<file path="src/rtl/b64d_pkg.sv">
`timescale 1ns / 1ps
`default_nettype none
// ----------------------------------------------------------------------------
// b64d_pkg: shared types and constants of the base64url decoder
// Holds the character decode function, the status codes and the layout of
// one result transfer.
// ----------------------------------------------------------------------------
package b64d_pkg;

    // End-of-text status codes.
    localparam logic [1:0] STATUS_OK        = 2'd0;
    localparam logic [1:0] STATUS_BAD_CHAR  = 2'd1;
    localparam logic [1:0] STATUS_LEFTOVER  = 2'd2;

    // Pad character that stops decoding.
    localparam logic [7:0] PAD_CHAR = 8'h3D;

    // One result transfer.
    typedef struct packed {
        logic [1:0] status;
        logic       end_of_text;
        logic       byte_present;
        logic [7:0] out_byte;
    } result_t;

    // Character decode: bit 6 is the valid flag, bits 5:0 the sextet value.
    typedef struct packed {
        logic       valid;
        logic [5:0] value;
    } sextet_t;

    function automatic sextet_t sextet_of(input logic [7:0] ch);
        sextet_t s;
        s.valid = 1'b1;
        s.value = 6'd0;
        if (ch >= 8'h41 && ch <= 8'h5A) begin
            s.value = 6'(ch - 8'h41);
        end else if (ch >= 8'h61 && ch <= 8'h7A) begin
            s.value = 6'(ch - 8'h61 + 8'd26);
        end else if (ch >= 8'h30 && ch <= 8'h39) begin
            s.value = 6'(ch - 8'h30 + 8'd52);
        end else if (ch == 8'h2D) begin
            s.value = 6'd62;
        end else if (ch == 8'h5F) begin
            s.value = 6'd63;
        end else begin
            s.valid = 1'b0;
        end
        return s;
    endfunction

endpackage
`default_nettype wire

</file>
<file path="src/rtl/base64url_strict_decoder_core.sv">
`timescale 1ns / 1ps
`default_nettype none
// ----------------------------------------------------------------------------
// base64url_strict_decoder_core: streaming base64url text to byte decoder
// Decodes one character per transfer and streams out each byte as it forms.
// ----------------------------------------------------------------------------
// One character is taken per clock cycle while the skid register is empty,
// and each one is decoded in the cycle it is accepted: a table lookup and a
// short shift update the residue state, and any result goes into a two-entry
// output stage (output register plus skid register), so input acceptance
// keeps going while a result waits. Each result is registered there. A
// result is sent for every completed byte and for the character marked with
// s_tlast; that final transfer carries m_tlast and the status in m_tuser
// (ok, invalid character, nonzero leftover bits). An invalid character
// voids the whole text through that final status only; bytes already sent
// are not recalled. After '=' or an invalid character the remaining
// characters of the text are ignored. The state clears after each text.
// ----------------------------------------------------------------------------
module base64url_strict_decoder_core (
    input  wire logic       aclk,
    input  wire logic       aresetn,
    // Input channel.
    input  wire logic       s_tvalid,
    output      logic       s_tready,
    input  wire logic [7:0] s_tdata,   // [7:0] char_in
    input  wire logic       s_tlast,   // last
    // Result channel.
    output      logic       m_tvalid,
    input  wire logic       m_tready,
    output      logic [7:0] m_tdata,   // [7:0] out_byte
    output      logic [2:0] m_tuser,   // [0] byte_present, [2:1] status
    output      logic       m_tlast    // end_of_text
);
    import b64d_pkg::*;

    // Decoder state.
    logic [5:0] residue_reg, residue_next;
    logic [2:0] pending_reg, pending_next;
    logic       pad_seen_reg, pad_seen_next;
    logic       error_seen_reg, error_seen_next;

    // Output stage.
    result_t    out_reg, out_next;
    logic       out_valid_reg, out_valid_next;
    result_t    skid_reg, skid_next;
    logic       skid_valid_reg, skid_valid_next;

    logic       in_xfer;
    logic       produce;
    result_t    res;
    sextet_t    sx;
    logic [11:0] combined;
    logic [3:0]  nbits;
    logic [6:0]  keep_mask;
    logic [11:0] shifted;
    logic        have_byte;
    logic [5:0]  upd_residue;
    logic [2:0]  upd_pending;
    logic        upd_pad;
    logic        upd_error;

    assign s_tready = !skid_valid_reg;
    assign in_xfer  = s_tvalid && s_tready;

    // Character decode and residue update.
    always_comb begin
        sx          = sextet_of(s_tdata);
        combined    = {residue_reg, sx.value};
        nbits       = {1'b0, pending_reg} + 4'd6;
        have_byte   = 1'b0;
        shifted     = combined;
        upd_residue = residue_reg;
        upd_pending = pending_reg;
        upd_pad     = pad_seen_reg;
        upd_error   = error_seen_reg;
        keep_mask   = 7'd0;
        if (!pad_seen_reg && !error_seen_reg) begin
            if (s_tdata == PAD_CHAR) begin
                upd_pad = 1'b1;
            end else if (!sx.valid) begin
                upd_error = 1'b1;
            end else begin
                if (nbits >= 4'd8) begin
                    have_byte   = 1'b1;
                    upd_pending = 3'(nbits - 4'd8);
                    shifted     = combined >> upd_pending;
                end else begin
                    upd_pending = nbits[2:0];
                end
                keep_mask   = (7'd1 << upd_pending) - 7'd1;
                upd_residue = combined[5:0] & keep_mask[5:0];
            end
        end
    end

    // Result assembly and state for the next character.
    always_comb begin
        res.out_byte     = have_byte ? shifted[7:0] : 8'd0;
        res.byte_present = have_byte;
        res.end_of_text  = s_tlast;
        res.status       = STATUS_OK;
        if (s_tlast) begin
            if (upd_error) begin
                res.status = STATUS_BAD_CHAR;
            end else if (upd_pending != 3'd0 && upd_residue != 6'd0) begin
                res.status = STATUS_LEFTOVER;
            end
        end
        produce = in_xfer && (have_byte || s_tlast);

        residue_next    = residue_reg;
        pending_next    = pending_reg;
        pad_seen_next   = pad_seen_reg;
        error_seen_next = error_seen_reg;
        if (in_xfer) begin
            if (s_tlast) begin
                residue_next    = 6'd0;
                pending_next    = 3'd0;
                pad_seen_next   = 1'b0;
                error_seen_next = 1'b0;
            end else begin
                residue_next    = upd_residue;
                pending_next    = upd_pending;
                pad_seen_next   = upd_pad;
                error_seen_next = upd_error;
            end
        end
    end

    // Output register with skid register behind it.
    always_comb begin
        out_next        = out_reg;
        out_valid_next  = out_valid_reg;
        skid_next       = skid_reg;
        skid_valid_next = skid_valid_reg;
        if (!out_valid_reg || m_tready) begin
            if (skid_valid_reg) begin
                out_next        = skid_reg;
                out_valid_next  = 1'b1;
                skid_next       = res;
                skid_valid_next = produce;
            end else begin
                out_next        = res;
                out_valid_next  = produce;
            end
        end else if (produce) begin
            skid_next       = res;
            skid_valid_next = 1'b1;
        end
    end

    always_ff @(posedge aclk) begin
        if (!aresetn) begin
            residue_reg    <= 6'd0;
            pending_reg    <= 3'd0;
            pad_seen_reg   <= 1'b0;
            error_seen_reg <= 1'b0;
            out_valid_reg  <= 1'b0;
            skid_valid_reg <= 1'b0;
        end else begin
            residue_reg    <= residue_next;
            pending_reg    <= pending_next;
            pad_seen_reg   <= pad_seen_next;
            error_seen_reg <= error_seen_next;
            out_valid_reg  <= out_valid_next;
            skid_valid_reg <= skid_valid_next;
        end
        out_reg  <= out_next;
        skid_reg <= skid_next;
    end

    assign m_tvalid = out_valid_reg;
    assign m_tdata  = out_reg.out_byte;
    assign m_tuser  = {out_reg.status, out_reg.byte_present};
    assign m_tlast  = out_reg.end_of_text;

endmodule
`default_nettype wire

</file>
<file path="config.mk">
export PLATFORM = sky130hd
export DESIGN_NAME = base64url_strict_decoder_core
export DESIGN_NICKNAME = d
export VERILOG_FILES = /design/src/rtl/b64d_pkg.sv /design/src/rtl/base64url_strict_decoder_core.sv
export SDC_FILE = /design/constraint.sdc
export NUM_CORES = 1
export LEC_CHECK = 0
export ABC_AREA = 1
export BUFFER_PORTS_ARGS = -buffer_cell sky130_fd_sc_hd__clkbuf_2
export CAP_MARGIN = 20
export CORE_MARGIN = 4
export CORE_UTILIZATION = 61
export CTS_BUF_LIST = sky130_fd_sc_hd__clkbuf_8
export DETAILED_ROUTE_END_ITERATION = 6
export GPL_TIMING_DRIVEN = 0
export HOLD_SLACK_MARGIN = 0.02
export PLACE_DENSITY_LB_ADDON = 0.05
export SYNTH_ARGS = -nofsm -noshare
export SYNTH_HDL_FRONTEND = slang
export SYNTH_SLANG_ARGS = --single-unit
</file>
<file path="constraint.sdc">
create_clock -name aclk -period 2.95 [get_ports aclk]
set_input_delay 0.1475 -clock aclk [delete_from_list [all_inputs] [get_ports aclk]]
set_output_delay 0.1475 -clock aclk [all_outputs]
set_load 0.05 [all_outputs]
</file>
### Word-level counts from Yosys, hierarchy flattened

Index checks and enable logic that the tools add are counted.

* logic and storage cells: 105
* latch bits: 0
* register bits: 37
* memories kept: 0
* bits in writable memories: 0
* output and inout bits: 14
* bits in read-only memories: 0
* input port bits: 13

* eq/ne operators: 4
* muxes and demuxes: 49
* bitwise gates (word level): 1
* $mul: 0
* divide/modulo/power cells: 0
* shift operators: 2
* reductions and logical operators: 20
* $lt $le $gt $ge: 7
* add/subtract/negate cells: 8

Operators with widths (count)
* $mux W6: 9
* $mux W12: 4
* $mux W8: 5
* $mux W3: 8
* $mux W1: 20
* $eq A8 B6 Y1 const B: 2
* $ge A8 B7 Y1 const B: 2
* $le A8 B7 Y1 const B: 2
* $shr A12 B3 Y8: 1
* $sub A6 B1 Y6 const B: 2
* $sub A6 B6 Y6 const B: 2
* $eq A8 B7 Y1 const B: 1
* $ge A8 B6 Y1 const B: 1
* $le A8 B6 Y1 const B: 1
* $logic_and A1 B1 Y1: 7
* $add A6 B5 Y6 const B: 1
* $add A6 B6 Y6 const B: 1
* $and A6 B6 Y6: 1
* $mux W2: 3
* $reduce_bool A2 Y1: 3
* $reduce_bool A6 Y1: 1
* $shl A1 B3 Y6 const A: 1
* $add A3 B3 Y4 const B: 1
* $ge A4 B4 Y1 const B: 1
* other kinds (7): 11

### Depth between registers and ports, before layout

* word-level depth: 22
* depth in mapped cells: 19
* gate-level depth less buffers: 18

### Worst setup path before layout

No wires, ideal clock.

* path kind: input-to-reg
* start: input s_tdata[2]
* end: register skid_reg[0] (netlist bit), enable pin
* data arrival time: 2.351 ns
* cell stages on the path: 12
* setup time: 0.398 ns
* path buffers: 1
* path slack: 0.202 ns
* data required time: 2.552 ns
* cells stage by stage: buf_2 inv_2 ha_1 nand2_1 nand3_1 nand2_1 a21oi_2 nand3_4 nand2_8 nor2_8 o21ai_1 o21ai_0

* cells in the longest elaborated chain, start to end: 13
* elaborated cells between the ends (all ways): 24
* classes of those cells: order compare: 6; eq/ne: 3; mux: 8; reduce/logical: 7

RTL lines
* start: declaration: RTL line base64url_strict_decoder_core.sv:25 `input wire logic [7:0] s_tdata,`
* branches (longest 7 deep; another with $ge A8 B6 Y1)
* $mux W1 *: RTL line base64url_strict_decoder_core.sv:78 `if (s_tdata == PAD_CHAR) begin`
* $mux W1 *: RTL line base64url_strict_decoder_core.sv:77 `if (!pad_seen_reg && !error_seen_reg) begin`
* net have_byte: RTL line base64url_strict_decoder_core.sv:56 `logic have_byte;`
* $logic_or A1 B1 Y1 *: RTL line base64url_strict_decoder_core.sv:109 `produce = in_xfer && (have_byte || s_tlast);`
* $logic_and A1 B1 Y1 *: RTL line base64url_strict_decoder_core.sv:109
* $reduce_bool A2 Y1 (no line) *
* $reduce_and A2 Y1 (no line) *
* end signal: assignment: RTL line base64url_strict_decoder_core.sv:169 `skid_reg <= skid_next;`
* end: declaration: RTL line base64url_strict_decoder_core.sv:45 `result_t skid_reg, skid_next;`

Mark *: on every way through the listed nets, which the timed path passes.
A chain may end at the register's enable or synchronous reset.

### Worst setup path in the final report

* start: register pending_reg[1]
* end: register out_reg, in the netlist m_tuser[2], data pin

* cells in the longest elaborated chain, start to end: 18
* elaborated cells between the ends (all ways): 23
* classes of those cells: add/sub: 3; order compare: 1; shift: 1; mux: 14; bitwise: 1; reduce/logical: 3

RTL lines
* start: declaration: RTL line base64url_strict_decoder_core.sv:38 `logic [2:0] pending_reg, pending_next;`
* start signal: assignment: RTL line base64url_strict_decoder_core.sv:162 `pending_reg <= pending_next;`
* $add A3 B3 Y4: RTL line base64url_strict_decoder_core.sv:69 `nbits = {1'b0, pending_reg} + 4'd6;`
* $ge A4 B4 Y1 or $sub A3 B1 Y3 (tied branches): RTL line base64url_strict_decoder_core.sv:83, base64url_strict_decoder_core.sv:85
* $mux W3: RTL line base64url_strict_decoder_core.sv:83 `if (nbits >= 4'd8) begin`
* $mux W3: RTL line base64url_strict_decoder_core.sv:80 `end else if (!sx.valid) begin`
* $mux W3: RTL line base64url_strict_decoder_core.sv:78
* $mux W3: RTL line base64url_strict_decoder_core.sv:77
* $shl A1 B3 Y6: RTL line base64url_strict_decoder_core.sv:90 `keep_mask = (7'd1 << upd_pending) - 7'd1;`
* $sub A6 B1 Y6: RTL line base64url_strict_decoder_core.sv:90
* (+2 left out)
* $mux W6: RTL line base64url_strict_decoder_core.sv:78
* $mux W6: RTL line base64url_strict_decoder_core.sv:77
* $reduce_bool A6 Y1: RTL line base64url_strict_decoder_core.sv:105 `end else if (upd_pending != 3'd0 && upd_residue != 6'd0) begin`
* $logic_and A1 B1 Y1 *: RTL line base64url_strict_decoder_core.sv:105
* $mux W2 *: RTL line base64url_strict_decoder_core.sv:105
* $mux W2 *: RTL line base64url_strict_decoder_core.sv:103 `if (upd_error) begin`
* $mux W2 *: RTL line base64url_strict_decoder_core.sv:102 `if (s_tlast) begin`
* $mux W12 *: RTL line base64url_strict_decoder_core.sv:137 `if (skid_valid_reg) begin`
* end signal: assignment: RTL line base64url_strict_decoder_core.sv:168 `out_reg <= out_next;`
* end: declaration: RTL line base64url_strict_decoder_core.sv:43 `result_t out_reg, out_next;`

Mark *: on every way between the ends. The rest lies on a longest branch, timed or not. The select of a mux whose other input is x is not followed.

==> run_results.csv <==
group,metric,value,unit
setup_path,cp_slowest_cell,"ha_1",
power,powerDensity,439,nW/µm²
setup_path,critPathRequiredTime,3.00,ns
routing,dr.pass1.iters,5,
setup_path,path_depth,11,
logic_synthesis,yosysTopAreaCellShare,0.276,
setup_path,path_class,"reg2reg",
clock_network,cts_inserted_buffers,5,
logic_synthesis,syn_inst,362,
logic_synthesis,ys_seq_elements,36,
power,peakVddDrop,0.000302,V
timing,hold_viol_final,0,
place,hpwl,4510,µm
setup_path,path_cells,"inv_1, ha_1, clkbuf_1, inv_2, ha_1, nand3_1, o21ai_1, nor2_1, nand3_1, nand3_1, nand2_1",
timing,fmax,0.395,GHz
setup_path,startpoint,"pending_reg[1]$_SDFFE_PN0P_",
setup_path,cpMostUsedCell,"nand3_1",
cells_and_area,ff_latch_area,961,µm²
floorplanning,pin_count,27,
routing,drc,0,
logic_synthesis,synthArstFlopShare,0,
flow_run,cap_violations,0,
logic_synthesis,yosys_warnings,0,
setup_path,worstPathMaxFanout,17,
timing,relSlewSlack,0.624,
cells_and_area,multiInputGateArea,1430,µm²
cells_and_area,drive_gt1_frac,0.168,
setup_path,endpoint_kind,"flip-flop",
global_routing,grt_overflow,0,
global_routing,antenna_found_initial,0,
timing,tightest_slew,0.564,ns
logic_synthesis,synth_ff_type,"edfxtp_1",
setup_path,cp.arrival,2.58,ns
clock_network,cts_tree,"built",
timing,drv_slew,0,
setup_path,r2r_end,"m_tuser[2]$_DFFE_PP_",
worst_hold_path,min_path_type,"in2reg",
clock_network,cts.sinks,36,
clock_network,htreeDepth,2,
logic_synthesis,synth.net_count,388,
cells_and_area,nNetsFinal,418,
clock_network,cts.clk_slew.worst_paths,0.08,ns
routing,first_iter_violations,142,
logic_synthesis,yosysSeqAreaShare,0.368,
floorplanning,core-area,4060,µm²
logic_synthesis,synth-edff-count,24,
floorplanning,die_h,73.4,µm
global_routing,grt_max_degree,15,
floorplanning,dieArea,5390,µm²
timing,setup-violations-final,0,
power,power,0.00127,W
routing,wirelength,5890,µm
setup_path,r2r_setup_slack,0.42,ns
setup_path,path_buf_inv,3,
clock_network,clock_path_buffers,2,
clock_network,postCtsSetupRepairBufs,0,
setup_path,critical_path.startpoint_type,"flip-flop",
cells_and_area,largest_reg_flops,12,
routing,vias_per_cell,5.43,
floorplanning,start_util,0.644,
setup_path,r2r_start,"pending_reg[1]$_SDFFE_PN0P_",
global_routing,grt_pass1_vias,2208,
logic_synthesis,syn_avg_cell_area,7.22,µm²
cells_and_area,fill_cells,333,
power,leakage,1.36,nW
setup_path,max_stage_delay,0.38,ns
timing,timing.final.crit_share,0.858,
setup_path,path_delay_family,"buffers and inverters",
timing,rsz0062_at_grt,"no",
floorplanning,fp-row-count,23,
global_routing,grt_pass1_wl,9780,µm
global_routing,track_usage,0.231,
timing,holdWs,0.124,ns
timing,timing.final.crit_period,2.53,ns
clock_network,worstSkewPairLatency,0.29,ns
routing,wl_per_cell,13.3,µm
place,numPortBuffers,23,
setup_path,crit_end,"m_tuser[2]$_DFFE_PP_",
run_status,status,"complete, no violations",
routing,antenna_left,0,
cells_and_area,areaGrowthSynthToFinish,11.2,%
setup_path,r2r_cells,11,
floorplanning,die_width,73.4,µm
routing,num_vias,2406,
logic_synthesis,synthTopCellsByArea,"edfxtp_1 28%, nand2_1 18%, dfxtp_1 9.2%, nand3_1 6.7%, ha_1 6.2%",
logic_synthesis,synth_top_area_cell,"edfxtp_1",
logic_synthesis,yosys.cell_types.count,39,
clock_network,cts_root_buf,"clkbuf_8",
place,globalplace.congestion,0.946,
timing,fin_skew,0.00792,ns
logic_synthesis,syn_area,2610,µm²
cells_and_area,antenna_cells,0,
[placed cells by master (no fill, tap or decap), types with 4 or more instances in the layout]
cell type	n
nand3_1	35
o21ai_1	9
ha_1	13
edfxtp_1	24
inv_1	35
nand2_1	127
buf_4	4
inv_2	4
clkbuf_8	5
nand3b_1	4
nor2_1	25
dfxtp_1	12
a21oi_1	12
clkbuf_2	23
nand2_2	6
o21ai_0	13
[final cells by class]
class	instances	area share
Clock buffer	5	0.0237
Buffer	10	0.0207
Clock inverter	3	0.0146
Inverter	41	0.0538
Sequential cell	36	0.331
Multi-Input combinational cell	274	0.493
Tap cell	50	0.0215
Timing Repair Buffer	24	0.0422
[worst min-delay path by stage]
stage | startpoint | to | slack, ns | depth (start not counted)
after global routing | s_tlast | skid_reg[9]$_DFFE_PP_ | 0.13 | 1
after CTS | s_tlast | skid_reg[9]$_DFFE_PP_ | 0.11 | 1
after global placement | aresetn | m_tvalid$_SDFFE_PN0P_ | 0.41 | 3
after detailed placement | s_tlast | skid_reg[9]$_DFFE_PP_ | 0.41 | 1
after floorplan | s_tlast | skid_reg[9]$_DFFE_PP_ | 0.25 | 0
final | s_tlast | skid_reg[9]$_DFFE_PP_ | 0.12 | 1
[report_power, final]
part | total, W | switching [W] | internal [W] | leakage, nW
Sequential | 0.000563 | 0.00000785 | 0.000555 | 0.332
Clock | 0.000439 | 0.000189 | 0.000250 | 0.0541
Combinational | 0.000273 | 0.000196 | 0.0000772 | 0.974
Total | 0.00127 | 0.000392 | 0.000882 | 1.36
[cells in the mapped netlist (4+ instances only)]
| master | instances |
|---|---|
| o21ai_1 | 8 |
| inv_1 | 35 |
| nand2_2 | 6 |
| dfxtp_1 | 12 |
| nand3b_1 | 4 |
| nand2_1 | 127 |
| nand3_1 | 35 |
| ha_1 | 13 |
| edfxtp_1 | 24 |
| o21ai_0 | 14 |
| clkbuf_1 | 4 |
| nor2_1 | 25 |
| a21oi_1 | 12 |
[worst register-to-register path: stages, from the launching register on]
cell,delay [ns]
dfxtp_1,0.36
inv_1,0.27
ha_1,0.39
clkbuf_1,0.31
inv_2,0.16
ha_1,0.22
nand3_1,0.08
o21ai_1,0.08
nor2_1,0.12
nand3_1,0.13
nand3_1,0.12
nand2_1,0.06
[per-layer routing]
layer  vias up  global-route usage  wire (µm)
li1       1229                   -          -
met1      1094               0.303       2640
met2        74               0.392       2840
met3         9              0.0356        321
met4         0              0.0704         85
met5         -                   0          0
[cells by family (layout without fill, tap and decap cells)]
logic type | Yosys count | after routing | synth area share
xor gates and xnor gates | 4 | 4 | 0.0163
AOI/OAI and AO/OA | 44 | 44 | 0.0977
DFF | 36 | 36 | 0.368
adders and majority gates | 13 | 13 | 0.0623
buffers and inverters | 52 | 83 | 0.0843
and+or+nand+nor | 213 | 213 | 0.372
[per-stage QoR]
step                TNS (ns)  instance area [µm²]  cells  worst slack [ns]  utilization
floorplan                  0                 2610    362             0.202            -
global placement       -5.73                 2790    435            -0.478        0.688
detailed placement         0                 2800    436            0.0778        0.689
CTS                        0                 2910    444            0.0405        0.717
global route               0                 2910    443             0.239        0.716
finish                     0                 2910    443             0.419        0.716
[timing repair]
item / in CTS / in global routing
endpoints found under the setup margin: 0 / 2
hold buffers: 0 / 0
hold endpoints to repair: 0 / 0
gates resized for setup: 0 / 1
No activity file was read; power rests on OpenSTA's default activity.
